--- src/design/mwms_pkg.sv ---
// shared types, operation codes and maze constants for the maze wall map store
// no dependencies
package mwms_pkg;

    localparam int MAZE_SIZE = 32;
    localparam int COORD_W   = 5;
    localparam int OP_W      = 3;
    localparam int SIDE_W    = 4;

    localparam logic [COORD_W-1:0] COORD_LAST = COORD_W'(MAZE_SIZE - 1);

    localparam logic [OP_W-1:0] OP_CLEAR_WALLS   = 3'd0;
    localparam logic [OP_W-1:0] OP_CLEAR_REACHED = 3'd1;
    localparam logic [OP_W-1:0] OP_WRITE_WALLS   = 3'd2;
    localparam logic [OP_W-1:0] OP_MARK_REACHED  = 3'd3;
    localparam logic [OP_W-1:0] OP_QUERY         = 3'd4;

    // side bit positions, shared by dir_mask, wall_bits, walls and known_walls
    localparam int SIDE_WEST  = 0;
    localparam int SIDE_SOUTH = 1;
    localparam int SIDE_EAST  = 2;
    localparam int SIDE_NORTH = 3;

    typedef struct packed {
        logic [OP_W-1:0]    op;
        logic [COORD_W-1:0] cell_x;
        logic [COORD_W-1:0] cell_y;
        logic [SIDE_W-1:0]  dir_mask;
        logic [SIDE_W-1:0]  wall_bits;
    } in_item_t;

    typedef struct packed {
        logic [SIDE_W-1:0] walls;
        logic [SIDE_W-1:0] known_walls;
        logic              cell_reached;
    } out_item_t;

    typedef logic [MAZE_SIZE-1:0] map_word_t;

endpackage

--- src/design/mwms_out_stage.sv ---
// result register for the maze wall map store
// depends on mwms_pkg
module mwms_out_stage (
    input  logic                aclk,
    input  logic                aresetn,
    input  logic                load,
    input  mwms_pkg::out_item_t answer,
    output logic                out_free,
    output logic                m_valid,
    input  logic                m_ready,
    output mwms_pkg::out_item_t m_data
);
    import mwms_pkg::*;

    logic      valid_reg;
    logic      valid_next;
    out_item_t data_reg;

    assign out_free   = !valid_reg || m_ready;
    assign valid_next = load || (valid_reg && !m_ready);

    always_ff @(posedge aclk) begin
        if (!aresetn) begin
            valid_reg <= 1'b0;
        end else begin
            valid_reg <= valid_next;
        end
    end

    always_ff @(posedge aclk) begin
        if (load) begin
            data_reg <= answer;
        end
    end

    assign m_valid = valid_reg;
    assign m_data  = data_reg;

endmodule

--- config.mk ---
export PLATFORM = sky130hd
export DESIGN_NAME = mwms_out_stage
export DESIGN_NICKNAME = d
export VERILOG_FILES = /design/src/design/mwms_pkg.sv /design/src/design/mwms_out_stage.sv
export SDC_FILE = /design/constraint.sdc
export NUM_CORES = 1
export LEC_CHECK = 0
export ABC_AREA = 0
export BUFFER_PORTS_ARGS = -buffer_cell sky130_fd_sc_hd__clkbuf_2
export CELL_PAD_IN_SITES_DETAIL_PLACEMENT = 1
export CELL_PAD_IN_SITES_GLOBAL_PLACEMENT = 2
export CORE_UTILIZATION = 23
export DETAILED_ROUTE_END_ITERATION = 8
export PLACE_DENSITY_LB_ADDON = 0.05
export SYNTH_ARGS = -nofsm -noshare
export SYNTH_HDL_FRONTEND = slang
export SYNTH_SLANG_ARGS = --single-unit
--- constraint.sdc ---
create_clock -name aclk -period 1.1 [get_ports aclk]
set_clock_uncertainty 0.1 [all_clocks]
set_input_delay 0.055 -clock aclk [delete_from_list [all_inputs] [get_ports aclk]]
set_output_delay 0.055 -clock aclk [all_outputs]
set_load 0.03 [all_outputs]
==> Word level (Yosys, flattened, before mapping) <==
Cells that the tools add are included.
{ "classes": {"n_reduce_logical": 5} }
{ "ops": {"columns": ["cell", "count"], "rows": [
  ["1-bit logical NOT", 2],
  ["1-bit logical OR", 2],
  ["1-bit logical AND", 1]
]} }
{ "totals": {"reg_bits": 10, "inputBits": 13, "out_inout_bits": 11, "elab_cells": 9} }

==> Depth between registers and ports, before layout <==
Gate-level depths: netlist of the first run.
{ "depth": {"ltp_word": 3, "depth_mapped": 2, "mapped_depth_nobuf": 2} }

==> Worst setup path after synthesis of the first run <==
No wires, ideal clock.
{ "synth_path": {"path_kind": "register -> register", "start": "register valid_reg (netlist: m_valid)", "end": "register valid_reg (netlist: m_valid)", "setup_time_ps": 66, "arrival_time_ps": 815, "required_ps": 934, "path_slack_ps": 119, "stages_incl_launch_ff": 3, "n_path_buf": 0, "period_less_slack_ps": 981, "path_cell_list": "dfxtp_1 > nand2b_4 > a21boi_2"} }
{ "synth_between": {"elab_chain_cells": 2} }
{ "synth_rtl": {"columns": ["item", "line", "rtl"], "rows": [
  ["start: declaration", "mwms_out_stage.sv:15", "logic valid_reg;"],
  ["start signal: assignment", "mwms_out_stage.sv:26", "valid_reg <= valid_next;"],
  ["1-bit logical AND", "mwms_out_stage.sv:20", "assign valid_next = load || (valid_reg && !m_ready);"],
  ["1-bit logical OR", "mwms_out_stage.sv:20", null]
]} }
Every way passes these cells.
A chain may end at the register's enable or synchronous reset.

==> Worst setup path in the final report of the first run <==
{ "layout_path": {"start": "register valid_reg (netlist: m_valid)", "end": "output out_free"} }
{ "layout_between": {"elab_chain_cells": 2} }
{ "layout_rtl": {"columns": ["item", "line", "rtl"], "rows": [
  ["1-bit logical NOT", "mwms_out_stage.sv:19", "assign out_free = !valid_reg || m_ready;"],
  ["1-bit logical OR", "mwms_out_stage.sv:19", null],
  ["end: declaration", "mwms_out_stage.sv:8", "output logic out_free,"]
]} }
Every way passes these cells.

==> results of run 1 <==
worst paths after layout:
kind                                 end  slack, ps  startpoint  cells past startpoint
worst min-delay path             m_valid        -20     m_ready                      3
worst max-delay path            out_free         50     m_valid                      2
worst min register to register   m_valid        410     m_valid                      2
worst max register to register   m_valid        370     m_valid                      2
worst max-delay path: cells and delay by family (launching register included):
kind	cells	cell delay [ps]
buffers and inverters	1	180
DFF	1	390
and+or+nand+nor	1	70
Yosys cell counts:
library cell  number
a21boi_2           1
dfxtp_1            1
edfxtp_1           9
inv_1              1
nand2b_4           1
kinds of logic (layout without fill, tap and decap cells):
kind of cell / Yosys count / in the layout / synth area share
AOI/OAI and AO/OA: 1 / 1 / 0.03529
and+or+nand+nor: 1 / 1 / 0.04313
buffers and inverters: 1 / 38 / 0.01175
DFF: 10 / 10 / 0.9098
state kept, by name, indices dropped and copies added (netlist names):
name,count
m_data,9
m_valid,1
cell type report:
class,instances,area share
clock buffer,4,0.06157
inverter,1,0.006369
multi-input combinational,2,0.04246
sequential,10,0.4926
tap,15,0.03185
timing repair buffer,33,0.3652
metrics by stage:
stage	instances	hold WS (ps)	utilization	cell area [µm²]	power, mW
finish	65	-18.14	0.4529	589.3	0.9345
global route	65	-33.69	0.4529	589.3	0.9911
CTS	65	-24.22	0.4529	589.3	0.9565
detailed placement	51	135.1	0.3481	452.9	0.5944
global placement	51	131.9	0.3481	452.9	0.5915
floorplan	13	53.87	-	319.1	0.5353
power groups by stage:
stage	sequential [mW]	clock [mW]	combinational (mW)
6_report	0.457	0.323	0.154
5_1_grt	0.459	0.367	0.165
4_1_cts	0.457	0.343	0.156
3_5_place_dp	0.466	0	0.128
3_3_place_gp	0.465	0	0.127
2_1_floorplan	0.524	0	0.0108
cells in the final DEF, fill, tap and decap left out:
cell type / instances
nand2b_4: 1
clkbuf_8: 1
dfxtp_1: 1
inv_1: 1
edfxtp_1: 9
a21boi_2: 1
clkbuf_4: 3
clkbuf_2: 23
dlygate4sd3_1: 10
metal layers:
layer	routed length, µm	up-vias	part of all wire	GRT usage
met5	0	-	0	0
met4	8	0	0.010	0.1293
met3	64	2	0.081	0.03468
met2	373	23	0.47	0.1875
met1	342	121	0.43	0.1397
li1	-	122	-	-
==> out/results.tsv, run 1 <==
metric	value	unit
outcome	complete, but fails checks	
failing checks	hold timing	
Tmin final	1050	ps
Max-Cap Viols	0	
layout cells sized above 1	0.5800	
Via-to-Cell Ratio	4.123	
chip width	39.25	µm
worst skew pair latency	260	ps
initial antenna violation count	0	
largest net degree at the start of global routing	11	
Hold Slack	-18.14	ps
Mapped Cells	13	
clock network power share	0.346	
slowest cell on the critical path	dfxtp_1	
Multi-input gate area	25.02	µm²
sequential area share after synthesis	0.9098	
total die area	0.001540	mm²
DRT iter0 DRCs	1	
Arrival @ worst endpoint	900	ps
Area growth syn-to-layout	84.71	%
vias after detailed routing	268	
RSZ-0062 raised after global routing	no	
clk sinks	10	
Internal	0.7088	mW
setup TNS	0	ps
I/O Buffers	23	
Period Utilization, post-route	0.9546	
TritonCTS clock tree	built	
I/O Pins	24	
Post-route DRC	0	
WS Path Type	reg2out	
Die Ht	39.25	µm
pre-CTS WS	339.4	ps
Antenna diodes	0	
post-synthesis register bit count	10	
crit path max fanout	2	
post-route ant nets	0	
Synth top area share	0.8471	
combinational group share of total power	0.165	
crit-path cells	nand2b_4, clkbuf_2	
max frequency	952.3	MHz
final-report hold violation count	1	
GR Util All Layers	0.1267	
Yosys cell types	5	
grt ovf	0	
VDD IR max	0.0006705	V
std cell rows	13	
final WL	789	µm
vias in the first global route	271	
htree depth	1	
Fill cells	143	
syn nets	26	
Syn. warnings	0	
worst setup margin	49.90	ps
Leak Pwr	0.2706	nW
top cells by area, synth	edfxtp_1, dfxtp_1, nand2b_4	
dpl hpwl	620.5	µm
PD cells	1586	mW/mm²
Pre-antenna DRT Iters	2	
routed wire length per instance	12.14	µm
CORE AREA	0.001301	mm²
Sw Ratio	0.2415	
Post-Syn Area	319.1	µm²
NetSw	0.2257	mW
Setup Buffers After CTS	0	
post-synth top area cell	edfxtp_1	
Initial Util	0.2452	
global-route wire length before repair	1131	µm
worst slew pin tran	252.5	ps
hold buffers post-CTS	10	
Critical Path Max Stage Delay	390	ps
Worst Hold Class	in2reg	
setup violators final	0	
GP Congestion	0.6498	
headroom to the max-slew limit	0.8316	
synthesized area per cell	24.54	µm²
clk root buf	clkbuf_4	
Worst setup EP type	output pin	
sequential power share	0.489	
Worst setup SP type	flip-flop	
CTS max path bufs	2	
Max Slew Vio Count	0	
clk slew on worst S/H paths	70	ps
CTS resizes	0	
TritonCTS Buffers	3	
Nets	64	
Reg area	290.3	µm²
worst endpoint required time	940	ps
(Power assumes the default switching activity.)
==> inputs of run 2 (changes only) <==
--- a/constraint.sdc
+++ b/constraint.sdc
@@ -4,2 +4,2 @@
 set_output_delay 0.055 -clock aclk [all_outputs]
-set_load 0.03 [all_outputs]
+set_load 0.1 [all_outputs]
==> run 2 against run 1 <==
The run now ends clean. Sequential cell count stayed put. Core utilization grew 12 points. Worst setup slack gained 24 ps. Wire length grew 0.63%. Total power is 22% higher. Critical path depth down 1. Critical path type unchanged. Largest cell class is now non-clock buffers. Largest power group unchanged.
==> out/results.tsv, run 2 (synthesized netlist as in run 1, its figures left out) <==
metric	value	unit	change
outcome	completed		
Critical Path Max Stage Delay	420	ps	+30 ps
clk slew on worst S/H paths	60	ps	about the same
std cell rows	13		unchanged
crit path max fanout	1		-1
Max-Cap Viols	0		unchanged
Layout Utilization	0.5750		+0.1221
clk sinks	10		unchanged
DRT iter0 DRCs	0		-1
commonest non-fill, non-tap cell in the layout	clkbuf_2		
worst setup margin	74.29	ps	+24.39 ps
Sw Ratio	0.3475		+0.1059
global-route wire length before repair	1131	µm	unchanged
post-route ant nets	0		unchanged
Period Utilization, post-route	0.9325		-0.02217
Tmin final	1026	ps	-24.39 ps
layout cells sized above 1	0.5800		unchanged
VDD IR max	0.0005673	V	-15%
RSZ-0062 raised after global routing	no		
Post-route DRC	0		unchanged
Area after DPL	621.8	µm²	+37%
initial antenna violation count	0		unchanged
NetSw	0.3952	mW	+75%
final-report hold violation count	0		-1
Pre-antenna DRT Iters	1		-1
total power	1.137	mW	+22%
Area growth syn-to-layout	134.5	%	
crit-path cells	buf_12		
Internal	0.7423	mW	+4.7%
largest net degree at the start of global routing	11		unchanged
TritonCTS clock tree	built		
Worst Hold Class	in2reg		
total die area	0.001540	mm²	unchanged
Nets	64		unchanged
Reg area	294.0	µm²	+1.3%
Multi-input gate area	25.02	µm²	unchanged
sequential power share	0.416		-0.073
slowest cell on the critical path	edfxtp_1		
vias after detailed routing	269		+0.37%
Arrival @ worst endpoint	870	ps	-30 ps
I/O Pins	24		unchanged
WS Path Type	reg2out		
I/O Buffers	23		unchanged
PD cells	1520	mW/mm²	-4.1%
chip width	39.25	µm	unchanged
worst slew pin tran	232.2	ps	-20.29 ps
GP Congestion	0.6664		+2.6%
Largest register FFs	9		unchanged
pre-CTS WS	341.5	ps	+2.095 ps
htree depth	1		unchanged
Via-to-Cell Ratio	4.138		+0.37%
final instance area	748.2	µm²	+27%
Fill cells	130		-9.1%
commonest cells after routing, fill and taps aside	clkbuf_2, buf_12, dlygate4sd3_1, edfxtp_1, clkbuf_4		
Initial Util	0.2452		unchanged
headroom to the max-slew limit	0.8452		+0.01353
GR Util All Layers	0.1274		+0.0007524
CTS max path bufs	2		unchanged
clock network power share	0.224		-0.122
routed wire length per instance	12.22	µm	+0.63%
Setup Buffers After CTS	0		unchanged
combinational group share of total power	0.360		+0.195
CORE AREA	0.001301	mm²	unchanged
grt ovf	0		unchanged
placed instance count	51		unchanged
Antenna diodes	0		unchanged
Die Ht	39.25	µm	unchanged
Worst setup SP type	flip-flop		
cell class contributing the biggest share of worst-path delay	flip-flops		
Max Slew Vio Count	0		unchanged
max frequency	974.9	MHz	+2.4%
CP bufs+invs	1		unchanged
post-route non-filler standard cell count	65		unchanged
clk root buf	clkbuf_4		
worst skew pair latency	250	ps	about the same
setup violators final	0		unchanged
TritonCTS Buffers	3		unchanged
vias in the first global route	264		-2.6%
Leak Pwr	0.3233	nW	+19%
worst endpoint required time	940	ps	about the same
Worst setup EP type	output pin		
final WL	794	µm	+0.63%
-- run 2: changes by cell type in the layout (fill, tap and decap cells not counted) --
cell / delta
buf_12: +11
clkbuf_2: -11
clkbuf_1: +1
clkbuf_8: -1
dfxtp_1: -1
dfxtp_4: +1
-- run 2: power by group through the flow --
stage	clock network [mW]	logic [mW]	registers [mW]
6_report	0.255	0.410	0.473
3_5_place_dp	0	0.384	0.482
4_1_cts	0.266	0.412	0.474
2_1_floorplan	0	0.0201	0.675
5_1_grt	0.287	0.420	0.476
3_3_place_gp	0	0.382	0.480
-- run 2: path summary, 6_finish.rpt --
| path | start | endpoint | slack, ps | cells past startpoint |
|---|---|---|---|---|
| setup / recovery | m_data[7] | m_data[7] | 70 | 1 |
| hold / removal | m_ready | m_valid | 9 | 3 |
| setup reg to reg | m_valid | m_valid | 390 | 2 |
| hold reg to reg | m_valid | m_valid | 420 | 2 |
-- run 2: metrics by stage --
stage          hold WS [ps]  TNS [ps]
3_5_place_dp          138.6         0
2_1_floorplan         53.87    -22.53
4_1_cts              -3.266         0
6_report              8.553         0
3_3_place_gp          135.4         0
5_1_grt               8.802         0
-- run 2: timing repair --
action                                 CTS  global route
gates resized for setup                  0             0
hold buffers                            10             0
endpoints found under the hold margin   10             0
-- run 2: cell type report --
type	instances	area share
well taps	15	0.02508
clock buffers	4	0.03512
flip-flops and latches	10	0.3930
inverters	1	0.005017
repair buffers	33	0.5084
multi-input cells	2	0.03344
-- run 2: tightest hold or removal path, cell delays in order --
cell,delay [ps]
clkbuf_2,90
nand2b_4,130
a21boi_2,40
-- run 2: layer usage --
metal  vias to the layer above  routed length (µm)  global-route usage
met4                         0                   8              0.1034
met2                        23                 456              0.2208
met3                         2                  69             0.03468
li1                        121                   -                   -
met1                       123                 260              0.1236
met5                         -                   0                   0
