**config.mk**
```make
export PLATFORM = sky130hd
export DESIGN_NAME = mwms_in_stage
export DESIGN_NICKNAME = d
export VERILOG_FILES = /design/src/design/mwms_pkg.sv /design/src/design/mwms_in_stage.sv
export SDC_FILE = /design/constraint.sdc
export NUM_CORES = 1
export LEC_CHECK = 0
export BUFFER_PORTS_ARGS = -buffer_cell sky130_fd_sc_hd__buf_4
export CORE_ASPECT_RATIO = 1.2
export CORE_MARGIN = 2
export CORE_UTILIZATION = 40
export CTS_CLUSTER_DIAMETER = 60
export DETAILED_ROUTE_END_ITERATION = 12
export PLACE_DENSITY = 0.84
export SLEW_MARGIN = 20
export SYNTH_ARGS = -nofsm -noshare
export SYNTH_HDL_FRONTEND = slang
export SYNTH_SLANG_ARGS = --single-unit
```
**constraint.sdc**
```tcl
create_clock -name aclk -period 3.4 [get_ports aclk]
set_clock_uncertainty 0.2 [all_clocks]
set_input_delay 0.68 -clock aclk [delete_from_list [all_inputs] [get_ports aclk]]
set_output_delay 0.68 -clock aclk [all_outputs]
set_load 0.05 [all_outputs]
```
**src/design/mwms_pkg.sv**
```systemverilog
// shared types, operation codes and maze constants for the maze wall map store
// no dependencies
package mwms_pkg;

    localparam int MAZE_SIZE = 32;
    localparam int COORD_W   = 5;
    localparam int OP_W      = 3;
    localparam int SIDE_W    = 4;

    localparam logic [COORD_W-1:0] COORD_LAST = COORD_W'(MAZE_SIZE - 1);

    localparam logic [OP_W-1:0] OP_CLEAR_WALLS   = 3'd0;
    localparam logic [OP_W-1:0] OP_CLEAR_REACHED = 3'd1;
    localparam logic [OP_W-1:0] OP_WRITE_WALLS   = 3'd2;
    localparam logic [OP_W-1:0] OP_MARK_REACHED  = 3'd3;
    localparam logic [OP_W-1:0] OP_QUERY         = 3'd4;

    // side bit positions, shared by dir_mask, wall_bits, walls and known_walls
    localparam int SIDE_WEST  = 0;
    localparam int SIDE_SOUTH = 1;
    localparam int SIDE_EAST  = 2;
    localparam int SIDE_NORTH = 3;

    typedef struct packed {
        logic [OP_W-1:0]    op;
        logic [COORD_W-1:0] cell_x;
        logic [COORD_W-1:0] cell_y;
        logic [SIDE_W-1:0]  dir_mask;
        logic [SIDE_W-1:0]  wall_bits;
    } in_item_t;

    typedef struct packed {
        logic [SIDE_W-1:0] walls;
        logic [SIDE_W-1:0] known_walls;
        logic              cell_reached;
    } out_item_t;

    typedef logic [MAZE_SIZE-1:0] map_word_t;

endpackage

```
**src/design/mwms_in_stage.sv**
```systemverilog
// input register for the maze wall map store
// depends on mwms_pkg
module mwms_in_stage (
    input  logic              aclk,
    input  logic              aresetn,
    input  logic              s_valid,
    output logic              s_ready,
    input  mwms_pkg::in_item_t s_data,
    input  logic              advance,
    output logic              item_valid,
    output mwms_pkg::in_item_t item
);
    import mwms_pkg::*;

    logic     valid_reg;
    logic     valid_next;
    in_item_t item_reg;

    // free, or emptying at this edge
    assign s_ready    = !valid_reg || advance;
    assign valid_next = s_valid || (valid_reg && !advance);

    always_ff @(posedge aclk) begin
        if (!aresetn) begin
            valid_reg <= 1'b0;
        end else begin
            valid_reg <= valid_next;
        end
    end

    always_ff @(posedge aclk) begin
        if (s_valid && s_ready) begin
            item_reg <= s_data;
        end
    end

    assign item_valid = valid_reg;
    assign item       = item_reg;

endmodule

```
Word-level counts from Yosys, hierarchy flattened --
Index checks and enable logic that the tools add are counted. Widths: inputs -> output; s select.
Word-level totals: bits in latches 0, output and inout port bits 23, ROM bits 0, word-level logic and storage cells 12, input port bits 25, flip-flop bits (word level) 22, RAM bits 0, memories kept 0
Operators by class: shift-type cells 0, div/mod/pow operators 0, reductions and logical operators 6, add/subtract/negate cells 0, mux-type cells 0, $lt $le $gt $ge 0, multiply operators 0, equal/unequal tests 0, bitwise gates (word level) 0
Operators by type and width (count):
- $logic_and 1x1->1 | 2
- $logic_not 1->1 | 2
- $logic_or 1x1->1 | 2

Longest topological paths before layout --
Gate-level depths: netlist of run 1.
depth in word-level cells 3, gate-level depth with buffers 2, mapped depth without buffers 2

Worst setup path after synthesis of run 1 --
No wires, ideal clock.
kind input -> output, start point input port advance, end point output port s_ready, path buffers 0, arrival 0.885 ns, data required time 2.520 ns, stages 1, setup slack 1.635 ns, path through nand2b_4
On the way: word-level cells in the longest chain between the ends 1
RTL lines:
- start, declared | RTL line mwms_in_stage.sv:9 | input logic advance,
- $logic_or 1x1->1 | RTL line mwms_in_stage.sv:20 | assign s_ready = !valid_reg || advance;
- end, declared | RTL line mwms_in_stage.sv:7 | output logic s_ready,
Every way passes these cells.

Worst setup path in the final report of run 1 --
Ends and elaborated chain as after synthesis.

==> results.tsv, run 1 <==
stage	metric	value	unit
status	outcome	finished, final reports clean	
cts	Gates resized, CTS repair	0	
synth	top area cells in the synthesized netlist	edfxtp_1 92%, dfxtp_1 2.9%, nand2b_4 2.0%	
sta	setup tns final	0	ns
synth	complex-gate fraction of the synthesized area	1.64	%
synth	Syn Area/Cell	26.5	sq um
final_layout	Ant. Diodes	0	
min_path	hold_sp	item_valid	
final_layout	share of layout cells above drive strength 1	70.1	%
cts	Hold Buf Count CTS	0	
pwr	Static Leak	0.479	nW
critical_path	crit path capture type	primary output	
synth	Simple-Gate Fraction of Synth Area	3.27	%
synth	Distinct cells, synth	6	
synth	Yosys top cell by area	edfxtp_1	
min_path	Worst Hold Path EP	item_valid	
final_layout	area grow syn2layout	59.8	%
critical_path	Max FO, Critical Path	3	
route	DRT Wirelength	1300	um
critical_path	Worst Path Required	2.52	ns
critical_path	r2r startpoint	item_valid	
route	via count	435	
grt	GR Util All Layers	14.5	%
sta	Final Hold Viols	0	
run	Max Cap Viol	0	
pwr	VDD IR-drop max	0.000366	V
synth	multiplexer area fraction after synthesis	0	%
cts	CTS tree	yes	
floorplanning	core area	0.00162	sq mm
sta	worst-margin pin slew	0.262	ns
cts	H-tree Lvls	1	
route	1st-pass router iterations	2	
floorplanning	Die W	41.9	um
critical_path	kind of critical path	in -> out	
synth	post-synthesis adder-cell area fraction	0	%
route	Routed Antenna Nets	0	
grt	initial antenna violation count	0	
sta	final worst-path cycle share	58.6	%
final_layout	nets@finish	103	
cts	clock-pin slew on the worst setup and hold paths	0.11	ns
cts	Post-CTS Setup Inserts	0	
synth	post-synthesis instance total	26	
sta	final slew viol count	0	
grt	vias in the first global route	471	
route	1st-iter DRT viols	1	
synth	post-synthesis register bit count	22	
floorplanning	IO Count	48	
cts	Longest Clk Path Bufs	2	
sta	Slew headroom	82.5	%
sta	unrepaired setup endpoints after global routing	no	
cts	TritonCTS buffer count	3	
route	drt drc	0	
route	drt wl/cell	13.6	um
synth	count leader, synth	edfxtp_1	
synth	syn_nets	51	
grt	total gr overflow	0	
critical_path	data arrival time of the worst path	1.11	ns
min_path	worst hold stages	2	
grt	pin count of the biggest net entering global routing	22	
synth	Syn. warnings	0	
synth	ys flop type	edfxtp_1	
sta	PnR worst setup slack	1.41	ns
cts	Root Driver	clkbuf_4	
synth	async set-reset flop share out of synthesis	0	%
floorplanning	die height	49.4	um
placed_design	placed cells	91	
critical_path	r2r setup slk	2.15	ns
synth	Seq/Total Area, Yosys	94.5	%
critical_path	Reg2Reg Depth	2	
final_layout	fillers	121	
critical_path	reg2reg end	item[13]	
sta	crit path time final	1.99	ns
floorplanning	num rows	16	
cts	Clock Sinks	22	
route	via-per-instance ratio	4.58	
critical_path	Worst setup startpoint	advance	
min_path	min-delay worst type	reg -> reg	
final_layout	Multi-input gate area	33.8	sq um
synth	largest family of logic cells by synthesized area	simple AND/OR/NAND/NOR gates	
critical_path	critical path launch point type	input pin	
cts	later-pin clock latency in the skew report	0.29	ns
final_layout	FF/Latch Area	651	sq um
placed_design	GPL Wtd Cong	0.640	
synth	mapped cell area	688	sq um
synth	post-synthesis xor/xnor area fraction	0	%
synth	Post-synth EDFFs	21	
sta	Fmax	502	MHz
sta	final setup fails	0	
final_layout	Non-Filler Instances	95	
placed_design	post-place setup slack	1.41	ns
synth	area share of the largest cell type after synthesis	91.6	%
floorplanning	Starting Density	42.4	%
placed_design	PortBufs	47	
final_layout	max reg flops	21	
grt	first-pass GRT wire length	2080	um
pwr	pwr dens	516	mW/mm^2
floorplanning	die area	0.00207	sq mm
stage by stage:
step,area [sq um],util [%],power [W],hold slack (ns)
floorplan,688,-,0.000390,0.579
global placement,1060,65.6,0.000435,0.293
detailed placement,1060,65.6,0.000437,0.304
CTS,1100,67.8,0.000573,0.322
global route,1100,67.8,0.000590,0.318
finish,1100,67.8,0.000567,0.317
cell usage in the layout (no fill, tap or decap), drive strengths merged:
cell	n
a21boi	1
and2	1
buf	47
clkbuf	4
dfxtp	1
edfxtp	21
inv	1
nand2b	1
worst max-delay path by stage:
| stage | slack [ns] | depth (start not counted) | endpoint |
|---|---|---|---|
| after floorplan | 1.64 | 1 | s_ready |
| after global placement | 1.41 | 3 | s_ready |
| after detailed placement | 1.41 | 3 | s_ready |
| after CTS | 1.41 | 3 | s_ready |
| after global routing | 1.40 | 3 | s_ready |
| final | 1.41 | 3 | s_ready |
kinds of logic after synthesis:
logic type,after synthesis
AO/OA/AOI/OAI,1
AND/OR/NAND/NOR,2
buffers and inverters,1
flip-flops,22
worst max-delay path, cell delays in order:
cell,delay (ns)
buf_4,0.11
nand2b_4,0.14
buf_4,0.19
metal layers:
layer / vias up / part of all wire (%) / global-route usage, %
met5: - / 0 / 0
met4: 0 / 0.69 / 9.68
met3: 2 / 17 / 8.15
met2: 42 / 45 / 21.6
met1: 187 / 37 / 15.6
li1: 204 / - / -
power by group:
group,internal [W],switching [W]
logic,0.0000389,0.0000712
registers,0.000315,0.00000476
clock network,0.0000653,0.0000719
total,0.000419,0.000148
final cells by class:
cell class                 instances  share of cell area, %
inverter                           1                  0.341
timing repair buffer              47                   32.1
multi-input combinational          3                   3.07
sequential                        22                   59.2
tap                               18                   2.05
clock buffer                       4                   3.30
(Power assumes the default switching activity.)
==> run 2, diff against run 1 <==
Settings changed: ABC_AREA set to 1, CORE_UTILIZATION 40 to 34, PLACE_DENSITY 0.84 to 0.77.
Clock period 3.4 ns to 1.66 ns, I/O delays scaled along.
==> results.tsv, run 2 <==
stage	metric	value	unit	change
cts	clock-pin slew on the worst setup and hold paths	0.11	ns	about the same
synth	Post-synth EDFFs	21		unchanged
route	via count	523		+20%
placed_design	post-place setup slack	0.351	ns	-1.06 ns
sta	Final Hold Viols	0		unchanged
final_layout	share of layout cells above drive strength 1	55.4	%	-15 points
pwr	switching power total	0.000314	W	+110%
sta	setup tns final	0	ns	unchanged
cts	Clock Sinks	22		unchanged
synth	syn_nets	53		+3.9%
sta	Fmax	634	MHz	
pwr	Clk pwr share	23.1	%	-1.1 points
pwr	Flop pwr share	54.3	%	-2.1 points
cts	CTS tree	yes		
synth	Distinct cells, synth	7		+1
synth	Yosys top cell by area	edfxtp_1		
cts	Root Driver	clkbuf_4		
sta	unrepaired setup endpoints after global routing	no		
synth	ys flop type	edfxtp_1		
sta	Hold Slack	0.0515	ns	-0.265 ns
final_layout	nets@finish	127		+23%
pwr	sw frac	26.0	%	-0.11 points
cts	H-tree Lvls	1		unchanged
floorplanning	IO Count	48		unchanged
pwr	Logic pwr share	22.7	%	+3.3 points
sta	Slew headroom	85.7	%	+3.1 points
status	outcome	finished, final reports clean		
final_layout	area grow syn2layout	96.0	%	
final_layout	design area	0.00134	sq mm	+22%
critical_path	crit-path cells	nand2_2 > buf_4		
placed_design	placed cells	95		+4.4%
critical_path	crit path capture type	primary output		
grt	pin count of the biggest net entering global routing	22		unchanged
synth	Syn Area/Cell	24.4	sq um	-8.0%
route	Routed Antenna Nets	0		unchanged
critical_path	Max FO, Critical Path	3		unchanged
critical_path	Worst Path Required	1.13	ns	-1.39 ns
sta	final worst-path cycle share	95.0	%	
sta	final slew viol count	0		unchanged
synth	mapped cell area	682	sq um	-0.91%
route	via-per-instance ratio	4.36		-4.8%
synth	post-synthesis register bit count	22		unchanged
synth	count leader, synth	edfxtp_1		
pwr	Cell Int Power	0.000895	W	+110%
sta	worst-margin pin slew	0.215	ns	-0.0470 ns
grt	vias in the first global route	494		+4.9%
synth	Syn. warnings	0		unchanged
pwr	VDD IR-drop max	0.000632	V	+72%
cts	TritonCTS buffer count	3		unchanged
grt	initial antenna violation count	0		unchanged
floorplanning	core area	0.00187	sq mm	+15%
sta	final setup fails	0		unchanged
synth	area share of the largest cell type after synthesis	92.5	%	+0.84 points
synth	async set-reset flop share out of synthesis	0	%	unchanged
critical_path	CP max stage delay	0.45	ns	+0.26 ns
placed_design	Area after DPL	0.00109	sq mm	+2.5%
final_layout	max reg flops	21		unchanged
min_path	min-delay worst type	in -> reg		
grt	first-pass GRT wire length	2230	um	+7.0%
final_layout	Non-Filler Instances	120		+26%
floorplanning	die height	53.1	um	+7.3%
cts	Longest Clk Path Bufs	2		unchanged
final_layout	FF/Latch Area	651	sq um	unchanged
grt	total gr overflow	0		unchanged
pwr	Static Leak	0.577	nW	+20%
floorplanning	Starting Density	36.4	%	-6.0 points
critical_path	Crit-path slowest cell	dfxtp_1		
final_layout	Multi-input gate area	31.3	sq um	-7.4%
route	drt drc	0		unchanged
grt	GR Util All Layers	14.2	%	-0.31 points
floorplanning	Die W	44.9	um	+7.2%
cts	later-pin clock latency in the skew report	0.29	ns	about the same
placed_design	post-DP HPWL	1010	um	
route	DRT Wirelength	1570	um	+21%
sta	crit path time final	1.58	ns	
floorplanning	num rows	17		+1
route	drt wl/cell	13.0	um	-4.4%
synth	synth cell count leaders	21 x edfxtp_1, 2 x inv_1		
final_layout	Ant. Diodes	0		unchanged
cts	Gates resized, CTS repair	0		unchanged
placed_design	GPL Wtd Cong	0.672		+5.0%
final_layout	most common cell after layout, fill and taps aside	buf_4		
synth	post-synthesis instance total	28		+7.7%
critical_path	data arrival time of the worst path	1.04	ns	-0.07 ns
synth	top area cells in the synthesized netlist	edfxtp_1 92%, dfxtp_1 2.9%, a21oi_2 1.3%		
synth	Seq/Total Area, Yosys	95.4	%	+0.87 points
sta	PnR worst setup slack	0.0837	ns	-1.32 ns
run	Max Cap Viol	0		unchanged
critical_path	kind of critical path	reg -> out		
final_layout	commonest cells after routing, fill and taps aside	47 x buf_4, 21 x dlygate4sd3_1, 21 x edfxtp_1, 3 x clkbuf_4, 2 x inv_1		
route	1st-pass router iterations	4		+2
critical_path	critical path launch point type	flip-flop		
floorplanning	die area	0.00238	sq mm	+15%
placed_design	PortBufs	47		unchanged
final_layout	fillers	136		+12%
route	1st-iter DRT viols	4		+3
pwr	pwr dens	904	mW/mm^2	+75%
## run 2: power groups by stage
stage | sequential [W] | combinational, W | clock, W
after floorplan | 0.000780 | 0.0000211 | 0
after global placement | 0.000668 | 0.000231 | 0
after detailed placement | 0.000669 | 0.000235 | 0
after CTS | 0.000656 | 0.000273 | 0.000291
after global routing | 0.000658 | 0.000287 | 0.000313
final | 0.000656 | 0.000274 | 0.000279
## run 2: layout make-up
cell class,count,share of cell area (%)
tap,19,1.78
clock buffer,4,2.72
timing repair buffer,69,43.6
multi-input combinational,3,2.34
sequential,22,48.7
inverter,3,0.843
## run 2: cell families (layout without fill, tap and decap cells)
family | Yosys count | count (layout) | synth area share [%]
buffers and inverters | 3 | 76 | 1.65
AND/OR/NAND/NOR | 1 | 1 | 0.918
flip-flops | 22 | 22 | 95.4
AO/OA/AOI/OAI | 2 | 2 | 2.02
## run 2: path summary, 6_finish.rpt
check | from | to | slack, ns | depth (start not counted)
setup / recovery | item_valid | s_ready | 0.08 | 2
hold / removal | aresetn | item_valid | 0.05 | 3
setup reg to reg | item_valid | item[19] | 0.42 | 2
hold reg to reg | item_valid | item_valid | 0.37 | 2
## run 2: through the flow
| step | power, W | util [%] |
|---|---|---|
| 2_1_floorplan | 0.000801 | - |
| 5_1_grt | 0.00126 | 71.4 |
| 3_3_place_gp | 0.000899 | 58.2 |
| 3_5_place_dp | 0.000904 | 58.2 |
| 6_report | 0.00121 | 71.4 |
| 4_1_cts | 0.00122 | 70.9 |
## run 2: per-layer routing
metal | vias to the layer above | GRT usage (%) | routed length [um]
met5 | - | 0 | 0
met4 | 0 | 7.35 | 13
met3 | 2 | 3.75 | 136
met2 | 32 | 25.8 | 879
met1 | 238 | 14.6 | 535
li1 | 251 | - | -
## run 2: worst max-delay path, delay by kind of cell (launching register included)
kind                   cells  cell delay (ns)
buffers and inverters      1             0.20
flip-flops                 1             0.45
AND/OR/NAND/NOR            1             0.10
## run 2: repair_timing
| action | 4_1_cts | 5_1_grt |
|---|---|---|
| hold endpoints to repair | 20 | 1 |
| buffers inserted | 0 | 0 |
| hold buffers | 20 | 1 |
==> run 3, diff against run 2 <==
Settings changed: CORE_MARGIN 2 to not set.
==> results.tsv, run 3 (same netlist as run 2, synthesis figures left out) <==
stage	metric	value	unit	change
status	outcome	finished, final reports clean		
pwr	Cell Int Power	0.000895	W	about the same
route	Routed Antenna Nets	0		unchanged
cts	H-tree Lvls	1		unchanged
grt	vias in the first global route	557		+13%
route	via-per-instance ratio	4.39		+0.76%
sta	setup tns final	0	ns	unchanged
floorplanning	IO Count	48		unchanged
route	1st-pass router iterations	4		unchanged
grt	GR Util All Layers	15.7	%	+1.5 points
run	Max Cap Viol	0		unchanged
grt	pin count of the biggest net entering global routing	22		unchanged
final_layout	commonest cells after routing, fill and taps aside	47 x buf_4, 21 x dlygate4sd3_1, 21 x edfxtp_1, 3 x clkbuf_4, 2 x inv_1		
pwr	Static Leak	0.577	nW	unchanged
cts	Root Driver	clkbuf_4		
pwr	Clk pwr share	23.2	%	about the same
pwr	VDD IR-drop max	0.000576	V	-8.9%
cts	later-pin clock latency in the skew report	0.29	ns	about the same
floorplanning	core area	0.00187	sq mm	unchanged
route	via count	527		+0.76%
sta	Final Hold Viols	0		unchanged
route	drt wl/cell	12.7	um	-2.4%
critical_path	data arrival time of the worst path	1.04	ns	about the same
sta	PnR worst setup slack	0.0853	ns	+0.00167 ns
sta	Fmax	635	MHz	+0.11%
cts	CTS tree	yes		
sta	unrepaired setup endpoints after global routing	no		
pwr	pwr dens	906	mW/mm^2	+0.20%
critical_path	kind of critical path	reg -> out		
floorplanning	die height	51.1	um	-3.8%
pwr	Flop pwr share	54.2	%	about the same
pwr	Logic pwr share	22.6	%	about the same
critical_path	Max FO, Critical Path	3		unchanged
pwr	sw frac	26.1	%	+0.13 points
sta	Slew headroom	85.2	%	-0.44 points
critical_path	critical path launch point type	flip-flop		
cts	Post-CTS Setup Inserts	0		unchanged
sta	final slew viol count	0		unchanged
min_path	min-delay worst type	in -> reg		
cts	TritonCTS buffer count	3		unchanged
cts	clock-pin slew on the worst setup and hold paths	0.11	ns	about the same
pwr	switching power total	0.000316	W	+0.72%
final_layout	most common cell after layout, fill and taps aside	buf_4		
floorplanning	Starting Density	36.4	%	unchanged
sta	worst-margin pin slew	0.221	ns	+0.00653 ns
grt	total gr overflow	0		unchanged
final_layout	area grow syn2layout	96.0	%	unchanged
floorplanning	Die W	42.9	um	-4.5%
final_layout	max reg flops	21		unchanged
route	drt drc	0		unchanged
sta	final setup fails	0		unchanged
final_layout	share of layout cells above drive strength 1	55.4	%	unchanged
placed_design	post-DP HPWL	1000	um	-1.0%
sta	final worst-path cycle share	94.9	%	-0.10 points
sta	crit path time final	1.57	ns	-0.00167 ns
placed_design	GPL Wtd Cong	0.665		-1.1%
cts	Clock Sinks	22		unchanged
final_layout	nets@finish	127		unchanged
placed_design	PortBufs	47		unchanged
final_layout	Ant. Diodes	0		unchanged
critical_path	Worst Path Required	1.13	ns	about the same
final_layout	Non-Filler Instances	120		unchanged
placed_design	post-place setup slack	0.351	ns	-0.000280 ns
grt	initial antenna violation count	0		unchanged
placed_design	placed cells	95		unchanged
cts	Longest Clk Path Bufs	2		unchanged
route	1st-iter DRT viols	6		+2
grt	first-pass GRT wire length	2420	um	+8.4%
floorplanning	num rows	17		unchanged
route	DRT Wirelength	1530	um	-2.4%
critical_path	crit path capture type	primary output		
floorplanning	die area	0.00219	sq mm	-8.1%
==> run 3: area by class of cell <==
| class | instances | area, sq um |
|---|---|---|
| well taps | 19 | 23.8 |
| repair buffers | 69 | 583 |
| fillers | 140 | 536 |
| flip-flops and latches | 22 | 651 |
| multi-input cells | 3 | 31.3 |
| clock buffers | 4 | 36.3 |
| inverters | 3 | 11.3 |
==> run 3: timing repair <==
item,in CTS,in global routing
resized for setup,0,0
hold buffers,21,0
endpoints found under the hold margin,21,0
==> run 3: worst paths after layout <==
check              from          to  slack (ns)  depth (start not counted)
max          item_valid     s_ready        0.09                          2
min             aresetn  item_valid        0.05                          3
max reg2reg  item_valid     item[8]        0.42                          2
min reg2reg  item_valid  item_valid        0.37                          2
==> run 3: metal layers <==
metal  global-route usage [%]  vias to the layer above  wire length (um)
met5                        0                        -                 0
met4                     9.38                        0                39
met3                     2.47                        4               110
met2                     28.3                       31               845
met1                     17.1                      239               532
li1                         -                      253                 -
==> run 3: power groups by stage <==
stage          logic (W)  registers [W]  clock network, W
2_1_floorplan  0.0000211       0.000780                 0
3_3_place_gp    0.000231       0.000668                 0
3_5_place_dp    0.000235       0.000669                 0
4_1_cts         0.000274       0.000657          0.000298
5_1_grt         0.000285       0.000660          0.000320
6_report        0.000274       0.000657          0.000281
==> run 3: metrics by stage <==
stage	cell area [sq um]	total power, W	utilization [%]	hold WS (ns)
2_1_floorplan	693	0.000801	-	0.231
3_3_place_gp	1090	0.000899	58.2	0.310
3_5_place_dp	1090	0.000904	58.2	0.312
4_1_cts	1340	0.00123	71.4	0.0439
5_1_grt	1340	0.00126	71.4	0.0331
6_report	1340	0.00121	71.4	0.0535
==> run 3: worst max-delay path: stages (launching register included) <==
cell,delay [ns]
dfxtp_1,0.46
nand2_2,0.10
buf_4,0.19
